File: config.mk
export PLATFORM = sky130hd
export DESIGN_NAME = epml_div
export DESIGN_NICKNAME = d
export VERILOG_FILES = /design/src/hdl/encoder_pid_motor_loop_macros.svh /design/src/hdl/epml_pkg.sv /design/src/hdl/epml_div.sv
export SDC_FILE = /design/constraint.sdc
export NUM_CORES = 1
export LEC_CHECK = 0
export ABC_CLOCK_PERIOD_IN_PS = 5000
export BUFFER_PORTS_ARGS = -buffer_cell sky130_fd_sc_hd__buf_2
export CAP_MARGIN = 20
export CORE_MARGIN = 4
export CORE_UTILIZATION = 58
export CTS_BUF_LIST = sky130_fd_sc_hd__clkbuf_8
export CTS_CLUSTER_DIAMETER = 150
export CTS_CLUSTER_SIZE = 40
export DETAILED_ROUTE_END_ITERATION = 8
export PLACE_DENSITY = 0.83
export SYNTH_ARGS = -nofsm -noshare
export SYNTH_HDL_FRONTEND = slang
export SYNTH_SLANG_ARGS = --single-unit
File: constraint.sdc
create_clock -name clk_i -period 5 [get_ports clk_i]
set_input_delay 0.25 -clock clk_i [delete_from_list [all_inputs] [get_ports clk_i]]
set_output_delay 0.25 -clock clk_i [all_outputs]
set_load 0.005 [all_outputs]
File: src/hdl/encoder_pid_motor_loop_macros.svh
// Assertion macros used by the encoder PID loop top level.
`ifndef ENCODER_PID_MOTOR_LOOP_MACROS_SVH
`define ENCODER_PID_MOTOR_LOOP_MACROS_SVH
`define EPML_ASSERT_IMP(lbl, clk, rstn, a, c) \
  lbl: assert property (@(posedge clk) disable iff (!rstn) (a) |-> (c)) \
    else $error("assertion failed");
`define EPML_ASSERT_NXT(lbl, clk, rstn, a, c) \
  lbl: assert property (@(posedge clk) disable iff (!rstn) (a) |=> (c)) \
    else $error("assertion failed");
`endif

File: src/hdl/epml_pkg.sv
// Package with shared types and constants of the encoder PID loop.
`default_nettype none
package epml_pkg;
  localparam int unsigned NumRegs = 8;
  typedef enum logic [2:0] {
    RegMode    = 3'd0,
    RegKp      = 3'd1,
    RegKi      = 3'd2,
    RegKd      = 3'd3,
    RegSet     = 3'd4,
    RegFloor   = 3'd5,
    RegCeil    = 3'd6,
    RegPoll    = 3'd7
  } reg_idx_e;
  typedef enum logic [1:0] {
    ModeOff = 2'd0,
    ModePos = 2'd1,
    ModeVel = 2'd2,
    ModeRsv = 2'd3
  } mode_e;
  typedef enum logic [1:0] {
    DirStop = 2'd0,
    DirFwd  = 2'd1,
    DirBack = 2'd2,
    DirRsv  = 2'd3
  } dir_e;
  typedef enum logic [3:0] {
    StIdle, StVelDiv, StAccDiv, StErr, StDerDiv, StMulP, StMulI, StMulD, StScale, StOut
  } state_e;
  typedef struct packed {
    logic start;
    logic is_signed_neg;
  } div_ctrl_t;
endpackage
`default_nettype wire

File: src/hdl/epml_div.sv
// Radix-2 restoring divider for a 64-bit magnitude by a 32-bit divisor.
`default_nettype none
module epml_div
  import epml_pkg::*;
(
  input  wire logic        clk_i,
  input  wire logic        rst_ni,
  input  wire div_ctrl_t   ctrl_i,
  input  wire logic [63:0] dividend_i,
  input  wire logic [31:0] divisor_i,
  output logic             busy_o,
  output logic [63:0]      quotient_o
);
  logic [63:0] quo_q, quo_d;
  logic [32:0] rem_q, rem_d;
  logic [31:0] dsr_q, dsr_d;
  logic [6:0]  cnt_q, cnt_d;
  logic        neg_q, neg_d;
  logic [32:0] trial;

  always_comb begin
    quo_d = quo_q;
    rem_d = rem_q;
    dsr_d = dsr_q;
    cnt_d = cnt_q;
    neg_d = neg_q;
    trial = '0;
    if (ctrl_i.start) begin
      quo_d = dividend_i;
      rem_d = '0;
      dsr_d = divisor_i;
      cnt_d = 7'd64;
      neg_d = ctrl_i.is_signed_neg;
    end else if (cnt_q != 7'd0) begin
      trial = {rem_q[31:0], quo_q[63]};
      if (trial >= {1'b0, dsr_q}) begin
        rem_d = trial - {1'b0, dsr_q};
        quo_d = {quo_q[62:0], 1'b1};
      end else begin
        rem_d = trial;
        quo_d = {quo_q[62:0], 1'b0};
      end
      cnt_d = cnt_q - 7'd1;
    end
  end

  always_ff @(posedge clk_i or negedge rst_ni) begin
    if (!rst_ni) begin
      cnt_q <= '0;
      neg_q <= 1'b0;
    end else begin
      cnt_q <= cnt_d;
      neg_q <= neg_d;
    end
  end

  always_ff @(posedge clk_i) begin
    quo_q <= quo_d;
    rem_q <= rem_d;
    dsr_q <= dsr_d;
  end

  assign busy_o     = (cnt_q != 7'd0) || ctrl_i.start;
  assign quotient_o = neg_q ? (64'd0 - quo_q) : quo_q;
endmodule
`default_nettype wire

==> run_results.csv <==
group,metric,value,unit
clock_tree,cts_hold_buffers,33,
yosys,yosysTopAreaCell,"edfxtp_1",
job,max_cap_viol_count,0,
yosys,synth_cell_types,67,
worst_setup_path,end_kind,"primary output",
placement,gp_congestion,0.9141,
timing,report.final.slew_viol_count,0,
yosys,synth-seq-cells,136,
placement,portBuffers,164,
timing,hold_violations,0,
cells_and_area,fin_util,71.33,%
timing,relSlewSlack,29.19,%
timing,max_freq,0.2235,GHz
worst_setup_path,reg2reg_depth,12,
cells_and_area,syn2layout_area_growth,20.88,%
yosys,synth_area_leaders,"edfxtp_1 34%, mux2_2 8.4%, xnor2_1 8.2%",
yosys,synth_nets,964,
routing,vias,7211,
outcome,status,"finished clean",
min_path,hold_depth,2,
yosys,yosysWarnings,0,
grt,grt_max_degree,66,
clock_tree,cts_buffer_depth,2,
floorplanning,dieArea,16740,µm²
routing,drtPass1Iterations,5,
power_and_ir_drop,powerDensity,480.8,nW/µm²
worst_setup_path,cp-start-kind,"register",
grt,antenna_found_initial,2,
min_path,hold_path_class,"input pin to register",
grt,overflow,0,
worst_setup_path,arrival,4.22,ns
routing,first_iter_violations,598,
grt,grt_usage,25.52,%
grt,grt_pass1_wl,33730,µm
cells_and_area,final_cells,1215,
floorplanning,start_util,59.00,%
timing,setup_tns,0,ns
worst_setup_path,cp_max_fo,5,
floorplanning,die_y,129.4,µm
yosys,synthArstFlopShare,5.882,%
floorplanning,die_x,129.4,µm
clock_tree,cts_htree_levels,4,
power_and_ir_drop,p_leak,4.274,nW
floorplanning,coreArea,14480,µm²
routing,final_antenna_net_count,0,
routing,routed_wl,21400,µm
yosys,synthFlopType,"edfxtp_1",
timing,min_period_over_period,89.49,%
power_and_ir_drop,finalPower,0.004965,W
clock_tree,cts.sinks,136,
clock_tree,clockRootBuffer,"clkbuf_8",
power_and_ir_drop,peakVddDrop,253.0,µV
yosys,synth-edff-count,96,
worst_setup_path,cp.required,4.75,ns
yosys,ys_seq_area_share,43.59,%
yosys,synth_area,8543,µm²
cells_and_area,post_route_cells_drive_above_1_share,27.65,%
clock_tree,cts_resized,0,
clock_tree,cts_tree,"built",
routing,viasPerCell,5.935,
clock_tree,postCtsSetupBuffers,0,
clock_tree,clk_pin_slew,0.08,ns
routing,wl_per_cell,17.61,µm
timing,worst_slew_pin_slew,1.062,ns
placement,place_inst,1146,
timing,clock_skew,0.009421,ns
worst_setup_path,criticalPathCategory,"register to primary output",
routing,drc_errors,0,
placement,dp_hpwl,14990,µm
yosys,syn_avg_cell_area,10.31,µm²
clock_tree,cts_buffers,17,
yosys,yosysTopAreaCellShare,33.74,%
timing,post-route-min-period,4.474,ns
grt,grt_pass1_vias,6643,
timing,setup-violations-final,0,
timing,grt_setup_unrepaired,"no",
yosys,syn_inst,829,
cells_and_area,final_nets,1149,
floorplanning,rows,44,
clock_tree,clock_latency,0.46,ns
floorplanning,ioPinCount,165,
## worst paths after layout
path,startpoint,end,slack (ns)
worst max-delay path,quo_q[6],quotient_o[63],0.53
max in group asynchronous,rst_ni,neg_q,4.66
worst min-delay path,ctrl_i[0],neg_q,0.05
worst max register to register,quo_q[63],rem_q[8],1.38
worst min register to register,rem_q[15],rem_q[16],0.51
min in group asynchronous,rst_ni,neg_q,0.17
## where the power goes
group	total [W]	switching, W	internal, W
sequential	0.00179	0.000281	0.00151
clock	0.00108	0.000431	0.000653
combinational	0.00209	0.00112	0.000968
## area by class of cell
cell class	count	area (µm²)
Clock inverter	14	230.2
Antenna cell	4	10.01
Sequential cell	136	3725
Fill cell	1050	4151
Multi-Input combinational cell	610	4509
Timing Repair Buffer	204	1206
Tap cell	184	230.2
Clock buffer	18	247.7
Inverter	45	168.9
## state kept, by name, indices dropped and copies added (netlist names)
| signal | count |
|---|---|
| neg_q | 1 |
| cnt_q | 7 |
| dsr_q | 32 |
| rem_q | 32 |
| quo_q | 64 |
## routing by layer
layer  track usage, %  part of all wire (%)  vias to the layer above
met2            40.91                    48                      331
met4            10.25                   3.1                        0
met1            33.99                    42                     3367
li1                 -                     -                     3467
met5                0                     0                        -
met3            5.400                   7.4                       46
## cells by family after synthesis
kind of cell,synth area share [%]
flops,43.59
mux,9.256
xor+xnor,9.432
buf+inv,3.691
simple gates,12.87
fa+ha+maj,5.214
compound gates,15.95
## layout by cell type, fill, tap and decap left out, types with 4 or more instances in the layout
| cell type | n |
|---|---|
| xor2_1 | 12 |
| dfrtp_1 | 7 |
| ha_1 | 34 |
| edfxtp_1 | 96 |
| diode_2 | 4 |
| xnor2_1 | 80 |
| dlygate4sd3_1 | 33 |
| nand2b_1 | 6 |
| nor2_1 | 42 |
| a22oi_1 | 5 |
| nand4_1 | 5 |
| bufinv_16 | 6 |
| a21oi_1 | 38 |
| and3_1 | 4 |
| nor4_1 | 8 |
| nand2_1 | 65 |
| a21o_1 | 12 |
| or4_1 | 12 |
| or3_1 | 10 |
| nand3_1 | 13 |
| and2_1 | 6 |
| mux2_2 | 64 |
| nor3_1 | 13 |
| or2_2 | 5 |
| o22ai_1 | 6 |
| a311oi_1 | 12 |
| buf_4 | 8 |
| buf_2 | 163 |
| mux2i_1 | 7 |
| nor2b_1 | 7 |
| o21ai_0 | 45 |
| o41ai_1 | 11 |
| a211oi_1 | 15 |
| dfxtp_1 | 32 |
| clkbuf_8 | 18 |
| inv_1 | 46 |
| o31ai_1 | 19 |
## per-stage QoR
step	worst slack, ns	cell area (µm²)	hold WS (ns)
2_1_floorplan	1.439	8543	-0.04559
3_3_place_gp	1.192	9509	0.1016
3_5_place_dp	1.062	9509	0.1003
4_1_cts	0.5233	10320	0.03028
5_1_grt	0.2771	10320	0.02539
6_report	0.5256	10330	0.04636
## worst max-delay path, stage by stage (launching register included)
cell      delay, ns
edfxtp_1       0.43
or4_1          0.63
nor4_2         0.31
nand3_1        0.24
or3_1          0.46
or4_4          0.50
or2_1          0.30
or3_4          0.39
o41ai_4        0.23
xnor2_1        0.15
buf_2          0.13
## synthesized netlist by cell type, types with 15 or more instances
cell      count
edfxtp_1     96
clkbuf_1     34
o21ai_0      45
mux2_2       64
inv_1        44
xnor2_1      80
a21oi_1      38
ha_1         34
nor2_1       43
nand2_1      66
dfxtp_1      32
a211oi_1     15
o31ai_1      19
Power figures use the tool's default switching activity.
