==> config.mk <==
export PLATFORM = sky130hd
export DESIGN_NAME = epml_mul
export DESIGN_NICKNAME = d
export VERILOG_FILES = /design/src/hdl/encoder_pid_motor_loop_macros.svh /design/src/hdl/epml_pkg.sv /design/src/hdl/epml_mul.sv
export SDC_FILE = /design/constraint.sdc
export NUM_CORES = 1
export LEC_CHECK = 0
export BUFFER_PORTS_ARGS = -buffer_cell sky130_fd_sc_hd__buf_2
export CAP_MARGIN = 20
export CORE_MARGIN = 8
export CORE_UTILIZATION = 45
export CTS_BUF_LIST = sky130_fd_sc_hd__clkbuf_16
export DETAILED_ROUTE_END_ITERATION = 7
export PLACE_DENSITY = 0.66
export RECOVER_POWER = 25
export SLEW_MARGIN = 20
export SYNTH_ARGS = -nofsm -noshare
export SYNTH_HDL_FRONTEND = slang
export SYNTH_SLANG_ARGS = --single-unit
==> constraint.sdc <==
create_clock -name clk_i -period 7.34 [get_ports clk_i]
set_input_delay 1.468 -clock clk_i [delete_from_list [all_inputs] [get_ports clk_i]]
set_output_delay 1.468 -clock clk_i [all_outputs]
set_load 0.01 [all_outputs]
==> src/hdl/encoder_pid_motor_loop_macros.svh <==
// Assertion macros used by the encoder PID loop top level.
`ifndef ENCODER_PID_MOTOR_LOOP_MACROS_SVH
`define ENCODER_PID_MOTOR_LOOP_MACROS_SVH
`define EPML_ASSERT_IMP(lbl, clk, rstn, a, c) \
  lbl: assert property (@(posedge clk) disable iff (!rstn) (a) |-> (c)) \
    else $error("assertion failed");
`define EPML_ASSERT_NXT(lbl, clk, rstn, a, c) \
  lbl: assert property (@(posedge clk) disable iff (!rstn) (a) |=> (c)) \
    else $error("assertion failed");
`endif

==> src/hdl/epml_pkg.sv <==
// Package with shared types and constants of the encoder PID loop.
`default_nettype none
package epml_pkg;
  localparam int unsigned NumRegs = 8;
  typedef enum logic [2:0] {
    RegMode    = 3'd0,
    RegKp      = 3'd1,
    RegKi      = 3'd2,
    RegKd      = 3'd3,
    RegSet     = 3'd4,
    RegFloor   = 3'd5,
    RegCeil    = 3'd6,
    RegPoll    = 3'd7
  } reg_idx_e;
  typedef enum logic [1:0] {
    ModeOff = 2'd0,
    ModePos = 2'd1,
    ModeVel = 2'd2,
    ModeRsv = 2'd3
  } mode_e;
  typedef enum logic [1:0] {
    DirStop = 2'd0,
    DirFwd  = 2'd1,
    DirBack = 2'd2,
    DirRsv  = 2'd3
  } dir_e;
  typedef enum logic [3:0] {
    StIdle, StVelDiv, StAccDiv, StErr, StDerDiv, StMulP, StMulI, StMulD, StScale, StOut
  } state_e;
  typedef struct packed {
    logic start;
    logic is_signed_neg;
  } div_ctrl_t;
endpackage
`default_nettype wire

==> src/hdl/epml_mul.sv <==
// Shift-and-add multiplier of a 64-bit signed value by a 32-bit signed value.
`default_nettype none
module epml_mul
  import epml_pkg::*;
(
  input  wire logic         clk_i,
  input  wire logic         rst_ni,
  input  wire logic         start_i,
  input  wire logic [63:0]  a_i,
  input  wire logic [31:0]  b_i,
  output logic              busy_o,
  output logic [127:0]      prod_o
);
  logic [127:0] acc_q, acc_d;
  logic [127:0] mc_q, mc_d;
  logic [31:0]  mp_q, mp_d;
  logic [5:0]   cnt_q, cnt_d;

  always_comb begin
    acc_d = acc_q;
    mc_d  = mc_q;
    mp_d  = mp_q;
    cnt_d = cnt_q;
    if (start_i) begin
      acc_d = '0;
      mc_d  = {{64{a_i[63]}}, a_i};
      mp_d  = b_i;
      cnt_d = 6'd32;
    end else if (cnt_q != 6'd0) begin
      if (mp_q[0]) begin
        if (cnt_q == 6'd1) acc_d = acc_q - mc_q;
        else acc_d = acc_q + mc_q;
      end
      mc_d  = {mc_q[126:0], 1'b0};
      mp_d  = {mp_q[31], mp_q[31:1]};
      cnt_d = cnt_q - 6'd1;
    end
  end

  always_ff @(posedge clk_i or negedge rst_ni) begin
    if (!rst_ni) cnt_q <= '0;
    else cnt_q <= cnt_d;
  end

  always_ff @(posedge clk_i) begin
    acc_q <= acc_d;
    mc_q  <= mc_d;
    mp_q  <= mp_d;
  end

  assign busy_o = (cnt_q != 6'd0) || start_i;
  assign prod_o = acc_q;
endmodule
`default_nettype wire

==> results of run 1 <==
through the flow:
step / instances / total power, uW
6_report: 3599 / 11000
5_1_grt: 3599 / 11800
4_1_cts: 3599 / 11000
3_3_place_gp: 3530 / 9090
3_5_place_dp: 3530 / 9120
2_1_floorplan: 2720 / 7120
per-layer routing:
| metal | vias to the layer above | share of wire, % | wire, um | global-route usage (%) |
|---|---|---|---|---|
| met5 | - | 0.034 | 27 | 0 |
| li1 | 10263 | - | - | - |
| met1 | 10178 | 43 | 33900 | 34.9 |
| met2 | 868 | 46 | 35700 | 42.9 |
| met3 | 182 | 7.5 | 5830 | 4.76 |
| met4 | 4 | 3.6 | 2830 | 9.54 |
where the power goes:
part / switching, uW / internal, uW
Combinational: 3960 / 2380
Sequential: 530 / 2310
Clock: 771 / 1060
worst max path at each step:
| stage | to | cells past startpoint | start |
|---|---|---|---|
| after floorplan | prod_o[124] | 24 | mc_q[23] |
| after global placement | prod_o[126] | 21 | mc_q[23] |
| after detailed placement | prod_o[126] | 21 | mc_q[23] |
| after CTS | prod_o[121] | 24 | mc_q[23] |
| after global routing | prod_o[117] | 21 | mc_q[23] |
| final | prod_o[113] | 22 | mc_q[23] |
worst max-delay path, stage by stage (launching register included):
cell      delay (ns)
edfxtp_1        0.45
or4_4           0.55
or4_4           0.49
or4_4           0.60
or4_4           0.55
or3_4           0.35
or3_4           0.35
nor2_1          0.19
a31o_2          0.19
xnor2_1         0.12
ha_1            0.33
nand2_1         0.12
buf_4           0.14
o21ai_0         0.10
a21oi_1         0.30
nand2_1         0.09
nor3b_1         0.35
a211oi_1        0.13
o311ai_0        0.78
nand2_1         0.24
a21oi_1         0.29
xnor2_1         0.14
o21ai_0         0.08
flip-flops by register name, summed over array words and instances (netlist names):
name / cells
cnt_q: 6
mp_q: 32
prod_o: 128
mc_q: 128
cell usage in the layout (no fill, tap or decap), types with 8 or more instances in the layout:
| cell | count |
|---|---|
| a211oi_1 | 19 |
| a21boi_0 | 11 |
| a21o_1 | 61 |
| a21oi_1 | 288 |
| a31oi_1 | 34 |
| a41oi_1 | 8 |
| and3_1 | 20 |
| buf_2 | 150 |
| buf_4 | 62 |
| clkbuf_1 | 79 |
| clkbuf_16 | 40 |
| dfxtp_1 | 128 |
| edfxtp_1 | 160 |
| ha_1 | 131 |
| inv_1 | 135 |
| mux2_2 | 83 |
| nand2_1 | 349 |
| nand2b_1 | 11 |
| nand3_1 | 44 |
| nand4_1 | 81 |
| nor2_1 | 148 |
| nor2b_1 | 9 |
| nor3_1 | 52 |
| nor4_1 | 25 |
| o211ai_1 | 10 |
| o21a_1 | 26 |
| o21ai_0 | 241 |
| o21bai_1 | 42 |
| o31ai_1 | 30 |
| o41ai_1 | 11 |
| or2_2 | 18 |
| or3_1 | 26 |
| or4_1 | 15 |
| xnor2_1 | 158 |
| xor2_1 | 86 |
what timing repair did:
action	in CTS	in global routing
setup endpoints to repair	1	8
cloned	0	0
pin swaps	0	2
gates resized for setup	1	8
cell type report:
cell class	instances	area, um^2
sequential	294	7520
fill	4841	24200
tap	672	841
clock buffer	40	1000
timing repair buffer	292	1530
inverter	123	462
multi-input combinational	2149	13900
clock inverter	29	204
kinds of logic (layout without fill, tap and decap cells):
family / after synthesis / after routing / share of synthesized area, %
DFF: 294 / 294 / 33.5
adders and majority gates: 132 / 132 / 7.39
muxes: 90 / 90 / 4.48
and+or+nand+nor: 842 / 842 / 17.9
AOI/OAI and AO/OA: 841 / 841 / 22.6
buffers and inverters: 277 / 484 / 4.67
xor gates and xnor gates: 244 / 244 / 9.52
==> out/qor.csv, run 1 <==
metric,value,unit
total negative slack,0,ns
number of global-route vias before repair,21008,
CTS Buffer Depth,3,
Seq cells post-synth,294,
Starting Density,45.2,%
clock skew,0.0161,ns
Critical R2R Capture,prod_o[113],
num rows,82,
"Clk pin slew, worst setup/hold paths",0.06,ns
setup repair bufs after CTS,0,
GRT overflow,0,
Chip Width,239,um
# IOs,228,
leakage,0.0104,uW
Slew Limit Fails,193,
Max Cap Viol,3,
Worst R2R Start,mc_q[23],
Synth top area share,21.4,%
Final Cycle Share,96.8,%
initial antenna violation count,4,
via count,21495,
GRT Total Usage,26.4,%
# diodes,0,
First-pass DRT Iterations,6,
"Max FO, Critical Path",7,
CP required,7.76,ns
final hold vios,0,
Max Fclk,0.141,GHz
synth top area cells,"edfxtp_1, dfxtp_1, ha_1",
hold_sp,prod_o[40],
Yosys warning count,0,
CTS tree,built,
total wire length,78300,um
Post-Syn Area,22400,um^2
global-route wire length before repair,120000,um
vias per inst,5.97,
r2r setup slk,0.23,ns
Worst Hold Depth,2,
Setup CP Type,flip-flop to flip-flop,
synthesized area per cell,8.25,um^2
cell accounting for the most synthesized area,edfxtp_1,
hpwl dp,60500,um
area post-placement,24400,um^2
clock root cell,clkbuf_16,
clock net sink count,294,
Post-layout nets,3129,
H-tree depth,2,
status,"complete, but fails checks",
DRC,0,
failing checks,"max-capacitance violations, max-slew violations",
cts bufs inserted,38,
worst rel slew slack,-190,%
Commonest cells post-synth,"nand2_1, a21oi_1, o21ai_0",
Wirelength per Cell,21.8,um
cell area after layout,25500,um^2
sequential area share after synthesis,33.5,%
RePlAce Congestion,1.02,
slew of the pin with the lowest slew margin,4.34,ns
number of synthesized flops with an enable pin,160,
Final Hold Slack,0.475,ns
largest net degree at the start of global routing,81,
clk_lat worst skew,0.57,ns
Die ar.,57300,um^2
Mapped Nets,2951,
ys flop type,edfxtp_1,
DP Worst Slack,-0.0806,ns
most frequent cell after synthesis,nand2_1,
ys async rst share,2.04,%
# hold bufs at CTS,0,
worst hold path class,flip-flop to flip-flop,
crit path DAT,7.53,ns
Port Buf Inserts,227,
synth unique cells,73,
Reg2Reg Depth,22,
Die Height,239,um
share of post-route cells with drive strength above 1,13.6,%
Area Overhead vs Synth,13.6,%
startpoint type of the worst setup path,flip-flop,
Core Region,49700,um^2
Final WS setup,0.234,ns
1st-iter DRT viols,1930,
minimum clock period,7.11,ns
endpoints failing setup,0,
Worst Setup End Kind,flip-flop,
maximum VDD drop,0.218,mV
Antenna Nets Post-Route,0,
Hold Path Sink,prod_o[40],
fin util,51.3,%
Pwr Density,432,nW/um^2
Post-Syn Instances,2720,
(Power assumes the default switching activity.)
==> run 2, diff against run 1 <==
--- a/config.mk
+++ b/config.mk
@@ -7,7 +7,7 @@
 export LEC_CHECK = 0
 export BUFFER_PORTS_ARGS = -buffer_cell sky130_fd_sc_hd__buf_2
 export CAP_MARGIN = 20
-export CORE_MARGIN = 8
+export CORE_MARGIN = 5
 export CORE_UTILIZATION = 45
 export CTS_BUF_LIST = sky130_fd_sc_hd__clkbuf_16
 export DETAILED_ROUTE_END_ITERATION = 7
==> out/qor.csv, run 2 (synthesis results as in run 1) <==
metric,value,unit
status,"complete, but fails checks",
failing checks,"max-capacitance violations, max-slew violations",
RSZ-0062 raised after global routing,no,
setup repair bufs after CTS,0,
largest net degree at the start of global routing,81,
Reg area,7520,um^2
minimum clock period,7.09,ns
# IOs,228,
hpwl dp,58300,um
final hold vios,0,
"commonest cells after routing, fill and taps aside","nand2_1, a21oi_1, o21ai_0",
First-pass DRT Iterations,6,
"Max FO, Critical Path",9,
fin util,51.8,%
Antenna Nets Post-Route,0,
Pwr Density,430,nW/um^2
DRC,0,
CTS Buffer Depth,3,
Area Overhead vs Synth,13.5,%
maximum VDD drop,0.194,mV
GRT overflow,0,
area occupied by multi-input gates,13900,um^2
Worst R2R Start,mc_q[23],
DP Cell Count,3512,
total wire length,76200,um
CTS tree,built,
CTS resizes,0,
Core Region,49200,um^2
CP required,7.78,ns
via count,21518,
CP Launch Point,mc_q[23],
Die ar.,54400,um^2
vias per inst,6.01,
cts bufs inserted,38,
share of post-route cells with drive strength above 1,14.3,%
number of global-route vias before repair,20152,
clock skew,0.0269,ns
Wirelength per Cell,21.3,um
Max Cap Viol,1,
slew of the pin with the lowest slew margin,3.45,ns
Worst Setup End Kind,flip-flop,
Post-layout nets,3119,
Port Buf Inserts,227,
H-tree depth,2,
# diodes,0,
"Clk pin slew, worst setup/hold paths",0.06,ns
RePlAce Congestion,1.01,
fin cells,3582,
Max Fclk,0.141,GHz
Setup CP Type,flip-flop to flip-flop,
startpoint type of the worst setup path,flip-flop,
num rows,81,
crit path DAT,7.53,ns
leakage,0.0105,uW
1st-iter DRT viols,2185,
GRT Total Usage,26.7,%
initial antenna violation count,2,
total negative slack,0,ns
Chip Width,233,um
Slew Limit Fails,69,
Final Cycle Share,96.7,%
Starting Density,45.6,%
global-route wire length before repair,116000,um
"commonest non-fill, non-tap cell in the layout",nand2_1,
clk_lat worst skew,0.57,ns
clock root cell,clkbuf_16,
endpoints failing setup,0,
Die Height,233,um
worst rel slew slack,-130,%
clock net sink count,294,
# hold bufs at CTS,0,
Filler Cell Count,4720,
worst hold path class,flip-flop to flip-flop,
hold_sp,prod_o[7],
[run 2: cell count changes in the layout (fill, tap and decap cells not counted), sizes merged]
cell,delta
clkinvlp,+2
clkbuf,-27
buf,+15
bufinv,+3
inv,-4
clkinv,+2
[run 2: area by class of cell]
| type | count | area share [%] |
|---|---|---|
| well taps | 664 | 3.26 |
| clock inverters | 32 | 1.18 |
| multi-input cells | 2149 | 54.7 |
| clock buffers | 38 | 3.73 |
| inverters | 123 | 1.81 |
| flip-flops and latches | 294 | 29.5 |
| repair buffers | 282 | 5.81 |
[run 2: power by group]
| group | switching (uW) | internal (uW) |
|---|---|---|
| combinational | 3890 | 2330 |
| sequential | 530 | 2300 |
| clock | 782 | 1120 |
[run 2: through the flow]
step | setup slack [ns] | area, um^2 | power (uW) | hold slack, ns
2_1_floorplan | 0.929 | 22400 | 7120 | 0.492
3_3_place_gp | 0.190 | 24300 | 8930 | 0.458
3_5_place_dp | 0.126 | 24300 | 8980 | 0.470
4_1_cts | 0.112 | 25500 | 10900 | 0.479
5_1_grt | 0.0194 | 25500 | 11700 | 0.490
6_report | 0.246 | 25500 | 11000 | 0.478
[run 2: path summary, 6_finish.rpt]
path	slack [ns]	to	cells after the start
setup reg to reg	0.25	prod_o[121]	20
min in group asynchronous	0.78	cnt_q[1]	1
hold reg to reg	0.48	prod_o[7]	2
setup / recovery	0.25	prod_o[121]	20
hold / removal	0.48	prod_o[7]	2
max in group asynchronous	6.29	cnt_q[3]	1
[run 2: critical path, stage by stage, from the launching register on]
cell and delay, ns:
edfxtp_1 0.46, or4_4 0.55, or4_4 0.49, or4_4 0.55
buf_4 0.19, or2_2 0.30, o21ai_0 0.21, xor2_1 0.11
ha_1 0.46, nand4_1 0.30, nor4_1 0.87, nand2_1 0.26
nor4_4 0.34, buf_4 0.17, o211ai_1 0.18, a21oi_1 0.38
o311ai_0 0.32, a2111oi_1 0.48, nor3_1 0.12, xnor2_1 0.14
o21ai_0 0.08
[run 2: per-layer routing]
metal  GRT usage (%)  part of all wire, %  vias to the layer above
li1                -                    -                    10237
met1            36.5                   43                    10233
met2            43.3                   46                      896
met3            4.51                  7.8                      148
met4            8.51                  3.1                        4
met5               0                0.033                        -
